`src/rtl/core/pil_pkg.sv`:
```
// ----------------------------------------------------------------------------
// pil_pkg
// Shared types and constants for the packet interval learner: beat payloads,
// register indexes, reset values, event status codes and divider widths.
// ----------------------------------------------------------------------------
package pil_pkg;

	// configuration register widths
	localparam int NOMINAL_W   = 30;
	localparam int TOL_W       = 17;
	localparam int MULT_W      = 8;
	localparam int TIMEOUT_W   = 32;
	localparam int CFG_DATA_W  = 32;
	localparam int CFG_INDEX_W = 2;

	// configuration register indexes
	localparam logic [CFG_INDEX_W-1:0] REG_NOMINAL  = 2'd0;
	localparam logic [CFG_INDEX_W-1:0] REG_TOL      = 2'd1;
	localparam logic [CFG_INDEX_W-1:0] REG_MULT     = 2'd2;
	localparam logic [CFG_INDEX_W-1:0] REG_TIMEOUT  = 2'd3;

	// configuration reset values
	localparam logic [NOMINAL_W-1:0] NOMINAL_RST = 30'd300000;
	localparam logic [TOL_W-1:0]     TOL_RST     = 17'd2000;
	localparam logic [MULT_W-1:0]    MULT_RST    = 8'd10;
	localparam logic [TIMEOUT_W-1:0] TIMEOUT_RST = 32'd3600000;

	// time and gap width
	localparam int TIME_W = 32;

	// shared divider widths: dividend is a gap plus half a period
	localparam int DIV_NUM_W = 33;
	localparam int DIV_DEN_W = 30;

	// led blink slots, counted in units of four milliseconds
	localparam logic [8:0] LED_SLOT0    = 9'd75;
	localparam logic [8:0] LED_SLOT1    = 9'd150;
	localparam logic [8:0] LED_SLOT2    = 9'd225;
	localparam logic [8:0] LED_SLOT3    = 9'd300;
	localparam logic [8:0] LED_FAR_LIM  = 9'd255;

	// event status codes
	localparam logic [2:0] EV_TICK    = 3'd0;
	localparam logic [2:0] EV_OTHER   = 3'd1;
	localparam logic [2:0] EV_REF     = 3'd2;
	localparam logic [2:0] EV_REJECT  = 3'd3;
	localparam logic [2:0] EV_STORED  = 3'd4;
	localparam logic [2:0] EV_FULL    = 3'd5;
	localparam logic [2:0] EV_LEARNED = 3'd6;
	localparam logic [2:0] EV_RESTART = 3'd7;

	// input beat
	typedef struct packed {
		logic              cmd;
		logic [1:0]        channel;
		logic [TIME_W-1:0] now;
	} item_t;

	// result beat
	typedef struct packed {
		logic [TIME_W-1:0] delay;
		logic              too_far;
		logic [2:0]        captured_count;
		logic              led;
		logic [2:0]        event_status;
	} result_t;

endpackage

```
`src/rtl/core/pil_div.sv`:
```
// ----------------------------------------------------------------------------
// pil_div
// Restoring unsigned divider, one quotient bit per cycle. Used for both the
// period count and the fold of a long gap by that count.
// ----------------------------------------------------------------------------
module pil_div (
	input  logic                          clk,
	input  logic                          arst_n,
	input  logic                          start,
	input  logic [pil_pkg::DIV_NUM_W-1:0] dividend,
	input  logic [pil_pkg::DIV_DEN_W-1:0] divisor,
	output logic                          done,
	output logic [pil_pkg::DIV_NUM_W-1:0] quotient
);

	localparam int NUM_W = pil_pkg::DIV_NUM_W;
	localparam int DEN_W = pil_pkg::DIV_DEN_W;
	localparam int CNT_W = $clog2(NUM_W);

	logic [NUM_W-1:0] quo_q;
	logic [DEN_W-1:0] rem_q;
	logic [DEN_W-1:0] den_q;
	logic [CNT_W-1:0] cnt_q;
	logic             busy_q;
	logic             done_q;

	logic [DEN_W:0]   trial;
	logic [DEN_W:0]   diff;
	logic             fits;

	// one trial subtraction per cycle
	always_comb begin
		trial = {rem_q, quo_q[NUM_W-1]};
		diff  = trial - {1'b0, den_q};
		fits  = (trial >= {1'b0, den_q});
	end

	always_ff @(posedge clk or negedge arst_n) begin
		if (!arst_n) begin
			quo_q  <= '0;
			rem_q  <= '0;
			den_q  <= '0;
			cnt_q  <= '0;
			busy_q <= 1'b0;
			done_q <= 1'b0;
		end else begin
			done_q <= 1'b0;
			if (start) begin
				quo_q  <= dividend;
				rem_q  <= '0;
				den_q  <= divisor;
				cnt_q  <= '0;
				busy_q <= 1'b1;
			end else if (busy_q) begin
				rem_q <= fits ? diff[DEN_W-1:0] : trial[DEN_W-1:0];
				quo_q <= {quo_q[NUM_W-2:0], fits};
				if (cnt_q == CNT_W'(NUM_W - 1)) begin
					busy_q <= 1'b0;
					done_q <= 1'b1;
				end else begin
					cnt_q <= cnt_q + 1'b1;
				end
			end
		end
	end

	assign done     = done_q;
	assign quotient = quo_q;

endmodule

```
`src/rtl/core/packet_interval_learner_top.sv`:
```
// A tick, another channel's packet or the first reference goes from S_IDLE
// to S_EMIT; a channel 0 gap passes S_FOLD, the shared one-bit-per-cycle
// divider (S_DIV_CNT, S_DIV_GAP) for a long gap, S_CHECK and, once the store
// fills, S_SCAN and S_SPREAD. Items are handled one at a time; a new item is
// taken once the result is loaded into the output register. Reset clears all
// timing state and the gap count and restores register defaults; gap store
// entries are not cleared.
// ----------------------------------------------------------------------------
// packet_interval_learner_top
// Learns a transmitter's packet period from timestamps, folds long gaps by
// their period multiple, fills a small gap store and checks its spread.
// ----------------------------------------------------------------------------
module packet_interval_learner_top #(
	parameter int GAP_SLOTS = 4
) (
	input  logic                            clk,
	input  logic                            arst_n,
	input  logic                            item_valid,
	output logic                            item_stall,
	input  pil_pkg::item_t                  item,
	output logic                            result_valid,
	input  logic                            result_stall,
	output pil_pkg::result_t                result,
	input  logic                            cfg_we,
	input  logic [pil_pkg::CFG_INDEX_W-1:0] cfg_index,
	input  logic [pil_pkg::CFG_DATA_W-1:0]  cfg_data
);

	localparam int TW    = pil_pkg::TIME_W;
	localparam int NW    = pil_pkg::NOMINAL_W;
	localparam int CNT_W = $clog2(GAP_SLOTS + 1);
	localparam int IDX_W = (GAP_SLOTS > 1) ? $clog2(GAP_SLOTS) : 1;

	typedef enum logic [2:0] {
		S_IDLE,
		S_FOLD,
		S_DIV_CNT,
		S_DIV_GAP,
		S_CHECK,
		S_SCAN,
		S_SPREAD,
		S_EMIT
	} state_t;

	state_t state_q;

	// configuration registers
	logic [NW-1:0]                 nominal_q;
	logic [pil_pkg::TOL_W-1:0]     tol_q;
	logic [pil_pkg::MULT_W-1:0]    mult_q;
	logic [pil_pkg::TIMEOUT_W-1:0] timeout_q;

	// learner state
	logic [TW-1:0]    last_any_q;
	logic [TW-1:0]    last_ref_q;
	logic [CNT_W-1:0] count_q;
	logic [TW-1:0]    learned_q;
	logic [TW-1:0]    store_q [GAP_SLOTS];

	// per item working registers
	logic [TW-1:0]    now_q;
	logic [TW-1:0]    gap_q;
	logic [TW-1:0]    fold_q;
	logic [2:0]       status_q;
	logic [IDX_W-1:0] scan_q;
	logic [TW-1:0]    lo_q;
	logic [TW-1:0]    hi_q;

	logic             result_valid_q;
	pil_pkg::result_t result_q;

	// divider hookup
	logic                                  div_start;
	logic [pil_pkg::DIV_NUM_W-1:0]         div_num;
	logic [pil_pkg::DIV_DEN_W-1:0]         div_den;
	logic                                  div_done;
	logic [pil_pkg::DIV_NUM_W-1:0]         div_quo;

	logic [NW-1:0]    nom_eff;
	logic [NW:0]      win_hi;
	logic             needs_fold;
	logic             cnt_over;
	logic             win_reject;
	logic             store_full;
	logic             store_ok;
	logic [TW-1:0]    scan_rd;
	logic [TW-1:0]    spread;

	logic [TW-1:0]    since_any;
	logic             far;
	logic [8:0]       led_slot;
	logic             led_on;
	pil_pkg::result_t result_next;

	// effective period and acceptance window
	always_comb begin
		nom_eff    = (nominal_q == '0) ? NW'(1) : nominal_q;
		win_hi     = {1'b0, nom_eff} + (NW+1)'(tol_q);
		needs_fold = ({1'b0, gap_q} >= (TW+1)'(win_hi));
		cnt_over   = (div_quo > pil_pkg::DIV_NUM_W'(mult_q));
		win_reject = (({2'b0, fold_q} + (TW+2)'(tol_q)) < (TW+2)'(nom_eff)) ||
			({1'b0, fold_q} > (TW+1)'(win_hi));
		store_full = (32'(count_q) >= 32'(GAP_SLOTS));
		store_ok   = !win_reject && !store_full;
		scan_rd    = store_q[scan_q];
		spread     = hi_q - lo_q;
	end

	// divider operands: period count first, then gap by count
	always_comb begin
		div_start = 1'b0;
		div_num   = {1'b0, gap_q};
		div_den   = pil_pkg::DIV_DEN_W'(div_quo[pil_pkg::MULT_W-1:0]);
		if (state_q == S_FOLD) begin
			div_start = needs_fold;
			div_num   = {1'b0, gap_q} + pil_pkg::DIV_NUM_W'(nom_eff >> 1);
			div_den   = nom_eff;
		end else if (state_q == S_DIV_CNT) begin
			div_start = div_done && !cnt_over;
		end
	end

	pil_div u_div (
		.clk      (clk),
		.arst_n   (arst_n),
		.start    (div_start),
		.dividend (div_num),
		.divisor  (div_den),
		.done     (div_done),
		.quotient (div_quo)
	);

	// result fields from the settled state
	always_comb begin
		since_any = now_q - last_any_q;
		far       = (since_any > timeout_q);
		led_slot  = now_q[10:2];
		if (far) begin
			led_on = (led_slot < pil_pkg::LED_FAR_LIM);
		end else if (32'(count_q) == 32'(GAP_SLOTS)) begin
			led_on = 1'b0;
		end else begin
			led_on = (led_slot == pil_pkg::LED_SLOT0) ||
				(led_slot == pil_pkg::LED_SLOT1 && 32'(count_q) > 32'd0) ||
				(led_slot == pil_pkg::LED_SLOT2 && 32'(count_q) > 32'd1) ||
				(led_slot == pil_pkg::LED_SLOT3 && 32'(count_q) > 32'd2);
		end
		result_next.delay = (!far && 32'(count_q) == 32'(GAP_SLOTS)) ? learned_q : '0;
		result_next.too_far        = far;
		result_next.captured_count = 3'(count_q);
		result_next.led            = led_on;
		result_next.event_status   = status_q;
	end

	// configuration writes
	always_ff @(posedge clk or negedge arst_n) begin
		if (!arst_n) begin
			nominal_q <= pil_pkg::NOMINAL_RST;
			tol_q     <= pil_pkg::TOL_RST;
			mult_q    <= pil_pkg::MULT_RST;
			timeout_q <= pil_pkg::TIMEOUT_RST;
		end else if (cfg_we) begin
			case (cfg_index)
				pil_pkg::REG_NOMINAL: nominal_q <= cfg_data[NW-1:0];
				pil_pkg::REG_TOL:     tol_q     <= cfg_data[pil_pkg::TOL_W-1:0];
				pil_pkg::REG_MULT:    mult_q    <= cfg_data[pil_pkg::MULT_W-1:0];
				pil_pkg::REG_TIMEOUT: timeout_q <= cfg_data[pil_pkg::TIMEOUT_W-1:0];
				default: ;
			endcase
		end
	end

	// gap store, written at the fill count
	always_ff @(posedge clk) begin
		if (state_q == S_CHECK && store_ok) begin
			store_q[count_q[IDX_W-1:0]] <= fold_q;
		end
	end

	// sequencer with its working registers and the output register
	always_ff @(posedge clk or negedge arst_n) begin
		if (!arst_n) begin
			state_q        <= S_IDLE;
			last_any_q     <= '0;
			last_ref_q     <= '0;
			count_q        <= '0;
			learned_q      <= '0;
			now_q          <= '0;
			gap_q          <= '0;
			fold_q         <= '0;
			status_q       <= pil_pkg::EV_TICK;
			scan_q         <= '0;
			lo_q           <= '0;
			hi_q           <= '0;
			result_valid_q <= 1'b0;
			result_q       <= '0;
		end else begin
			// output beat valid: set on a load, cleared once taken
			if (state_q == S_EMIT && (!result_valid_q || !result_stall)) begin
				result_valid_q <= 1'b1;
			end else if (result_valid_q && !result_stall) begin
				result_valid_q <= 1'b0;
			end
			case (state_q)
				S_IDLE: begin
					if (item_valid) begin
						now_q    <= item.now;
						status_q <= pil_pkg::EV_TICK;
						state_q  <= S_EMIT;
						if (item.cmd) begin
							last_any_q <= item.now;
							if (item.channel != 2'd0) begin
								status_q <= pil_pkg::EV_OTHER;
							end else if (last_ref_q == '0) begin
								last_ref_q <= item.now;
								status_q   <= pil_pkg::EV_REF;
							end else begin
								gap_q      <= item.now - last_ref_q;
								last_ref_q <= item.now;
								state_q    <= S_FOLD;
							end
						end
					end
				end
				S_FOLD: begin
					fold_q  <= gap_q;
					state_q <= needs_fold ? S_DIV_CNT : S_CHECK;
				end
				S_DIV_CNT: begin
					if (div_done) begin
						if (cnt_over) begin
							fold_q  <= '0;
							state_q <= S_CHECK;
						end else begin
							state_q <= S_DIV_GAP;
						end
					end
				end
				S_DIV_GAP: begin
					if (div_done) begin
						fold_q  <= div_quo[TW-1:0];
						state_q <= S_CHECK;
					end
				end
				S_CHECK: begin
					state_q <= S_EMIT;
					if (win_reject) begin
						status_q <= pil_pkg::EV_REJECT;
					end else if (store_full) begin
						status_q <= pil_pkg::EV_FULL;
					end else begin
						count_q  <= count_q + 1'b1;
						status_q <= pil_pkg::EV_STORED;
						if (32'(count_q) == 32'(GAP_SLOTS - 1)) begin
							scan_q  <= '0;
							lo_q    <= '1;
							hi_q    <= '0;
							state_q <= S_SCAN;
						end
					end
				end
				S_SCAN: begin
					if (scan_rd < lo_q) lo_q <= scan_rd;
					if (scan_rd > hi_q) hi_q <= scan_rd;
					if (scan_q == IDX_W'(GAP_SLOTS - 1)) begin
						state_q <= S_SPREAD;
					end else begin
						scan_q <= scan_q + 1'b1;
					end
				end
				S_SPREAD: begin
					state_q <= S_EMIT;
					if (spread <= TW'(1)) begin
						learned_q <= hi_q;
						status_q  <= pil_pkg::EV_LEARNED;
					end else begin
						last_any_q <= '0;
						last_ref_q <= '0;
						count_q    <= '0;
						learned_q  <= '0;
						status_q   <= pil_pkg::EV_RESTART;
					end
				end
				S_EMIT: begin
					if (!result_valid_q || !result_stall) begin
						result_q <= result_next;
						state_q  <= S_IDLE;
					end
				end
				default: begin
					state_q <= S_IDLE;
				end
			endcase
		end
	end

	assign item_stall   = (state_q != S_IDLE);
	assign result_valid = result_valid_q;
	assign result       = result_q;

endmodule
```
`config.mk`:
```
export PLATFORM = sky130hd
export DESIGN_NAME = packet_interval_learner_top
export DESIGN_NICKNAME = d
export VERILOG_FILES = /design/src/rtl/core/pil_pkg.sv /design/src/rtl/core/pil_div.sv /design/src/rtl/core/packet_interval_learner_top.sv
export SDC_FILE = /design/constraint.sdc
export NUM_CORES = 2
export LEC_CHECK = 0
export ABC_AREA = 1
export BUFFER_PORTS_ARGS = -buffer_cell sky130_fd_sc_hd__buf_4
export CORE_ASPECT_RATIO = 2
export CORE_MARGIN = 1.5
export CORE_UTILIZATION = 45
export DETAILED_ROUTE_END_ITERATION = 16
export SLEW_MARGIN = 20
export SYNTH_ARGS = -nofsm -noshare
export SYNTH_HDL_FRONTEND = slang
export SYNTH_SLANG_ARGS = --single-unit
```
`constraint.sdc`:
```
create_clock -name clk -period 5.3 [get_ports clk]
set_input_delay 0.265 -clock clk [delete_from_list [all_inputs] [get_ports clk]]
set_output_delay 0.265 -clock clk [all_outputs]
set_load 0.02 [all_outputs]
```
# [Word level (Yosys, flattened, before mapping)]
# Memory sizes are Yosys's and may differ from the RTL's.
# Index checks and enable logic that the tools add are counted.
[totals] output_inout_bits=42 mem_bits_rw=128 word_cells=219 regBits=496 in_bits=74 mem_count=1
[classes] eq_ne=34 add_sub_neg=10 n_lt_le_gt_ge=14 reduce_logical=50 muxes=80 bitwise=2
[mem_list] name="store_q" words=4 width=32 read_ports=1 rd_clocked_by_memory_dff=0 write_ports=1 line_no="packet_interval_learner_top.sv:58" rtl="logic [TW-1:0] store_q [GAP_SLOTS];"
[op_table] op="two-way mux 32 bit" count=19
[op_table] op="case mux 32 bit (2 select lines)" count=4
[op_table] op="two-way mux 30 bit" count=5
[op_table] op="two-way mux 33 bit" count=3
[op_table] op="case mux 32 bit (3 select lines)" count=1
[op_table] op="subtractor 32 bit" count=3
[op_table] op="greater-than comparator 32 bit" count=2
[op_table] op="two-way mux 3 bit" count=15
[op_table] op="adder 32 x 17 -> 33 bit" count=1
[op_table] op="adder 32 x 29 -> 33 bit" count=1
[op_table] op="greater-than comparator 33 x 8 -> 1 bit" count=1
[op_table] op="< comparator 33 x 30 -> 1 bit" count=1
[op_table] op="greater-or-equal comparator 32 x 31 -> 1 bit" count=1
[op_table] op="greater-than comparator 32 x 31 -> 1 bit" count=1
[op_table] op="<= comparator 32 x 1 -> 1 bit (second input constant)" count=1
[op_table] op="zero test 32 bit" count=1
[op_table] op="< comparator 32 bit" count=1
[op_table] op="adder 30 x 17 -> 31 bit" count=1
[op_table] op="greater-or-equal comparator 31 x 30 -> 1 bit" count=1
[op_table] op="zero test 30 bit" count=1
[op_table] op="AND reduction 5 bit" count=6
[op_table] op="subtractor 30 bit" count=1
[op_table] op="!= test 2 bit (second input constant)" count=12
[op_table] op="case mux 3 bit (8 select lines)" count=1
[op_table] op="other kinds (33)" count=106

# [Depth between registers and ports, before layout]
[logic_depth] depth_word=10 ltp_mapped=34 mapped_depth_nobuf=32

# [Hierarchy]
# From an unflattened synthesis, not the netlist that was laid out.
[hier_totals] hier_cells=5418 area_unflattened_um2=42249.3
[modules_own_cells] module="packet_interval_learner_top" cells_each=4423 area_per_inst_um2=35484.0 n_inst=1 seq_area_each_um2=13761.9
[modules_own_cells] module="pil_div" cells_each=995 area_per_inst_um2=6765.2 n_inst=1 seq_area_each_um2=2527.4

# [Worst setup path before layout]
# No wires, ideal clock.
[synth_timing] path_kind="register to register" startpoint="register nominal_q[25]" endpoint="memory store_q[1][0] in the netlist's numbering (enable)" t_required_ns=4.879 t_arrival_ns=5.105 setup_slack_ns=-0.226 n_path_buf=0 setup_time_ns=0.421 stages_incl_launch_ff=25 synth_period_minus_slack_ns=5.526 path_cell_list="dfrtp_1 -> inv_1 -> nand4_1 -> nor4_1 -> a41o_1 -> ha_1 -> inv_1 -> fa_1 -> inv_1 -> nand3_2 -> nand3_2 -> nand2_1 -> nor4_1 -> xor2_1 -> ha_1 -> nand2_1 -> o21a_1 -> nor2_1 -> a2111oi_0 -> nand2_1 -> inv_1 -> nand2_1 -> nand2_1 -> nand3_1 -> nor2_1"
[synth_via] elab_chain_len=10 word_cells_on_any_way=11 classes_between="add/sub (1); order compare (2); mux (3); reduce/logical (5)"
[synth_lines] element="start: declaration" line_no="packet_interval_learner_top.sv:48" rtl="logic [NW-1:0] nominal_q;"
[synth_lines] element="start signal: assignment" line_no="packet_interval_learner_top.sv:158" rtl="nominal_q <= pil_pkg::NOMINAL_RST;"
[synth_lines] element="start signal: assignment" line_no="packet_interval_learner_top.sv:164" rtl="pil_pkg::REG_NOMINAL: nominal_q <= cfg_data[NW-1:0];"
[synth_lines] element="zero test 30 bit" line_no="packet_interval_learner_top.sv:97" rtl="nom_eff = (nominal_q == '0) ? NW'(1) : nominal_q;"
[synth_lines] element="two-way mux 30 bit *" line_no="packet_interval_learner_top.sv:97"
[synth_lines] element="adder 30 x 17 -> 31 bit" line_no="packet_interval_learner_top.sv:98" rtl="win_hi = {1'b0, nom_eff} + (NW+1)'(tol_q);"
[synth_lines] element="greater-than comparator 32 x 31 -> 1 bit" line_no="packet_interval_learner_top.sv:102" rtl="({1'b0, fold_q} > (TW+1)'(win_hi));"
[synth_lines] element="logical OR 1 bit *" line_no="packet_interval_learner_top.sv:101" rtl="win_reject = (({2'b0, fold_q} + (TW+2)'(tol_q)) < (TW+2)'(nom_eff)) ||"
[synth_lines] element="zero test 1 bit *" line_no="packet_interval_learner_top.sv:104" rtl="store_ok = !win_reject && !store_full;"
[synth_lines] element="logical AND 1 bit *" line_no="packet_interval_learner_top.sv:104"
[synth_lines] element="logical AND 1 bit *" line_no="packet_interval_learner_top.sv:175" rtl="if (state_q == S_CHECK && store_ok) begin"
[synth_lines] element="two-way mux 1 bit *" line_no="packet_interval_learner_top.sv:175"
[synth_lines] element="two-way mux 1 bit (implied by the code) *" line_no="packet_interval_learner_top.sv:176" rtl="store_q[count_q[IDX_W-1:0]] <= fold_q;"
[synth_lines] element="end: declaration" line_no="packet_interval_learner_top.sv:58"
# Every way passes the cells marked *; elsewhere a longest branch is shown, timed or not.

# [Worst setup path in the final report]
[layout_timing] startpoint="register nominal_q[16]" endpoint="register u_div.rem_q[12]"
[layout_via] elab_chain_len=6 word_cells_on_any_way=7 classes_between="add/sub (1); order compare (1); mux (3); reduce/logical (2)"
[layout_lines] element="zero test 30 bit" line_no="packet_interval_learner_top.sv:97"
[layout_lines] element="two-way mux 30 bit *" line_no="packet_interval_learner_top.sv:97"
[layout_lines] element="adder 30 x 17 -> 31 bit *" line_no="packet_interval_learner_top.sv:98"
[layout_lines] element="greater-or-equal comparator 32 x 31 -> 1 bit *" line_no="packet_interval_learner_top.sv:99" rtl="needs_fold = ({1'b0, gap_q} >= (TW+1)'(win_hi));"
[layout_lines] element="two-way mux 1 bit *" line_no="packet_interval_learner_top.sv:114" rtl="if (state_q == S_FOLD) begin"
[layout_lines] element="two-way mux 30 bit / nonzero test 2 bit (equally long branches)"
[layout_lines] element="end signal: assignment" line_no="pil_div.sv:55" rtl="rem_q <= fits ? diff[DEN_W-1:0] : trial[DEN_W-1:0];"
[layout_lines] element="end: declaration" line_no="pil_div.sv:21" rtl="logic [DEN_W-1:0] rem_q;"
# Marks and branches as above.
# A chain may end at the register's enable or synchronous reset.

==> summary.txt <==
STA
  – Final Cycle Share: 1.03
  – Worst setup margin: -0.153 ns
  – Final Max Tran Viols: 0
  – Fin. Hold Viols: 0
  – Fmax: 183 MHz
  – Actual slew at the worst max-slew pin: 1.14 ns
  – Final setup viols: 286
  – Slew margin rel.: 0.236
  – Unrepaired setup endpoints after global routing: true
  – Final min period: 5.45 ns
  – Clk_skew: 0.0255 ns
  – TNS Setup: -21.82 ns

Logic synthesis
  – Synth top area cells: dfrtp_1, ha_1, nand2_1, edfxtp_1, inv_1
  – Simple-gate share of the synthesized area: 0.225
  – Fraction of synthesized cell area in xor and xnor cells: 0.0348
  – Mux cell area share after synthesis: 0.00682
  – Yosys warns: 0
  – Post-synthesis adder-cell area fraction: 0.120
  – Compound-cell area share of the yosys netlist: 0.139
  – Synth cell types: 73
  – Cell count after synthesis: 5,188
  – Most used flip-flop cell after synthesis: dfrtp_1
  – Flops & latches, synth: 624
  – EDFF count, synth: 128
  – Post-Syn Area: 0.0413 mm2
  – FFs w/ async S/R, synth: 0.795
  – Net Count, Synth: 5,653
  – Sequential-to-total area share from yosys stat: 0.395
  – Cell taking the most area after synthesis: dfrtp_1
  – Main combinational cell family by area after synthesis: simple AND/OR/NAND/NOR gates
  – Syn Area/Cell: 7.95 um2
  – Area share of the largest cell type after synthesis: 0.284

Final layout
  – Synth-to-Final Area Change: 19.1%
  – Fin cells: 6,722
  – Number of nets in the layout: 5,948
  – Commonest non-fill, non-tap cells in the layout: nand2_1, inv_1, dfrtp_1
  – Commonest non-fill, non-tap cell in the layout: nand2_1
  – Fraction of layout cells with a size suffix above 1: 0.134

Global route
  – Vias in the first global route: 38,400
  – First-pass GRT wire length: 221 mm
  – GRT Residual Overflow: 0
  – Tot GR Track Use: 0.312
  – Initial antenna violation count: 1
  – Largest net degree at the start of global routing: 111

Routing
  – Routed wire length: 148 mm
  – Final ANT Viol Nets: 0
  – Via-to-Cell Ratio: 5.59
  – Wire length per cell: 22.1 um
  – Drt first pass iters: 6
  – Vias: 37,600
  – Initial DRC Count: 2,130
  – Drt drc: 0

Worst setup path
  – Slowest CP cell: nor4_4
  – CP Capture Type: flip-flop
  – Critical-path maximum fanout: 7
  – CP top delay family: simple AND/OR/NAND/NOR gates
  – Startpoint class of the critical path: flip-flop
  – CP peak stage delay: 0.47 ns
  – WP data required: 5.86 ns
  – WS Path Type: flip-flop to flip-flop
  – Critical path arrival: 6.01 ns
  – WP buf/inv: 9

Clocking
  – Root buf cell: clkbuf_16
  – Htree depth: 2
  – Sink Count: 624
  – Clock Tree Buf Depth: 3
  – Clk_lat worst skew: 0.68 ns
  – CTS tree: built
  – Clk slew on worst S/H paths: 0.07 ns
  – Num CTS Buffers: 61

Placed design
  – DP Cell Count: 6,477
  – GP Congestion: 1.02
  – I/O Buffers: 115
  – HPWL Detailed: 113 mm

Floorplan
  – Die width: 217 um
  – Row count: 156
  – Die ar.: 0.0936 mm2
  – Core Box Area: 0.0906 mm2
  – Chip Height: 431 um
  – Initial Util: 0.456
  – Ports: 116

Power and ir drop
  – Total power: 30.6 mW
  – VDD IR-drop max: 0.000329 V
  – Leakage: 23.1 nW
  – PwrDens: 622 mW/mm2

Status
  – Outcome: complete, but fails checks
  – Failing checks: setup timing

Worst hold path
  – Class of the worst hold path: primary input to async pin

Flow run
  – Max-cap viol count: 0
[cells by family after synthesis]
logic type,count (synthesis)
adders and majority gates,391
AOI/OAI and AO/OA,1009
buffers and inverters,849
DFF,624
xor gates and xnor gates,164
muxes,25
and+or+nand+nor,2126
[sequential cells by signal, indices dropped and copies added (netlist names), 6 cells and up]
signal,count
fold_q,32
now_q,32
last_ref_q,32
result,40
u_div.den_q,30
gap_q,32
tol_q,17
learned_q,32
hi_q,32
last_any_q,32
timeout_q,32
u_div.quotient,33
lo_q,32
store_q,128
u_div.rem_q,30
u_div.cnt_q,6
mult_q,8
nominal_q,30
[worst paths after layout]
check | start | end | slack, ns | depth (start not counted)
min in group clk | cfg_index[0] | tol_q[4] | 0.16 | 5
worst max register to register | nominal_q[16] | u_div.rem_q[12] | -0.15 | 29
worst max-delay path | nominal_q[16] | u_div.rem_q[12] | -0.15 | 29
worst min-delay path | arst_n | last_any_q[0] | 0.14 | 2
worst min register to register | lo_q[17] | lo_q[17] | 0.47 | 2
max in group asynchronous | arst_n | result[21] | 3.81 | 3
[cell type report]
class,count,area (um2)
fillers,8613,41400
multi-input cells,3716,22500
flip-flops and latches,624,16300
repair buffers,435,4260
inverters,645,2430
clock buffers,74,1630
well taps,1185,1480
clock inverters,41,551
diodes,2,5.00
[through the flow]
| stage | util | worst slack [ns] | area, um2 | hold slack, ns |
|---|---|---|---|---|
| 6_report | 0.543 | -0.153 | 49200 | 0.145 |
| 5_1_grt | 0.543 | -0.302 | 49100 | 0.186 |
| 4_1_cts | 0.532 | -0.146 | 48200 | 0.127 |
| 3_5_place_dp | 0.491 | -0.811 | 44500 | 0.307 |
| 3_3_place_gp | 0.491 | -0.863 | 44500 | 0.303 |
| 2_1_floorplan | - | -0.226 | 41300 | -0.0306 |
[metal layers]
metal  vias to the layer above  routed length [um]  global-route usage
met5                         -                   0                   0
met4                         0               15400               0.254
met3                       512                4650              0.0320
met2                       987               80100               0.608
met1                     17900               48300               0.286
li1                      18200                   -                   -
[repair_timing]
| action | CTS | global route |
|---|---|---|
| resized for setup | 89 | 139 |
| setup endpoints to repair | 303 | 337 |
| setup buffers | 26 | 17 |
| pin swaps | 16 | 54 |
| gates cloned | 11 | 16 |
| hold buffers | 66 | 0 |
| endpoints found under the hold margin | 250 | 0 |
[Yosys cell counts (28+ instances only)]
cell,n
a21oi_1,351
a31oi_1,28
a32oi_1,31
buf_2,31
clkbuf_1,157
dfrtp_1,469
edfxtp_1,128
ha_1,384
inv_1,636
nand2_1,1235
nand3_1,266
nand4_1,194
nor2_1,251
nor3_1,53
nor4_1,31
o211ai_1,34
o21ai_0,328
o21ai_1,40
o22ai_1,85
or2_2,47
xnor2_1,65
xor2_1,99
[power breakdown]
part,internal (mW),switching [mW],leakage [nW]
Clock,2.78,2.05,1.07
Combinational,6.76,11.5,14.6
Sequential,6.22,1.21,7.42
(Power assumes the default switching activity.)
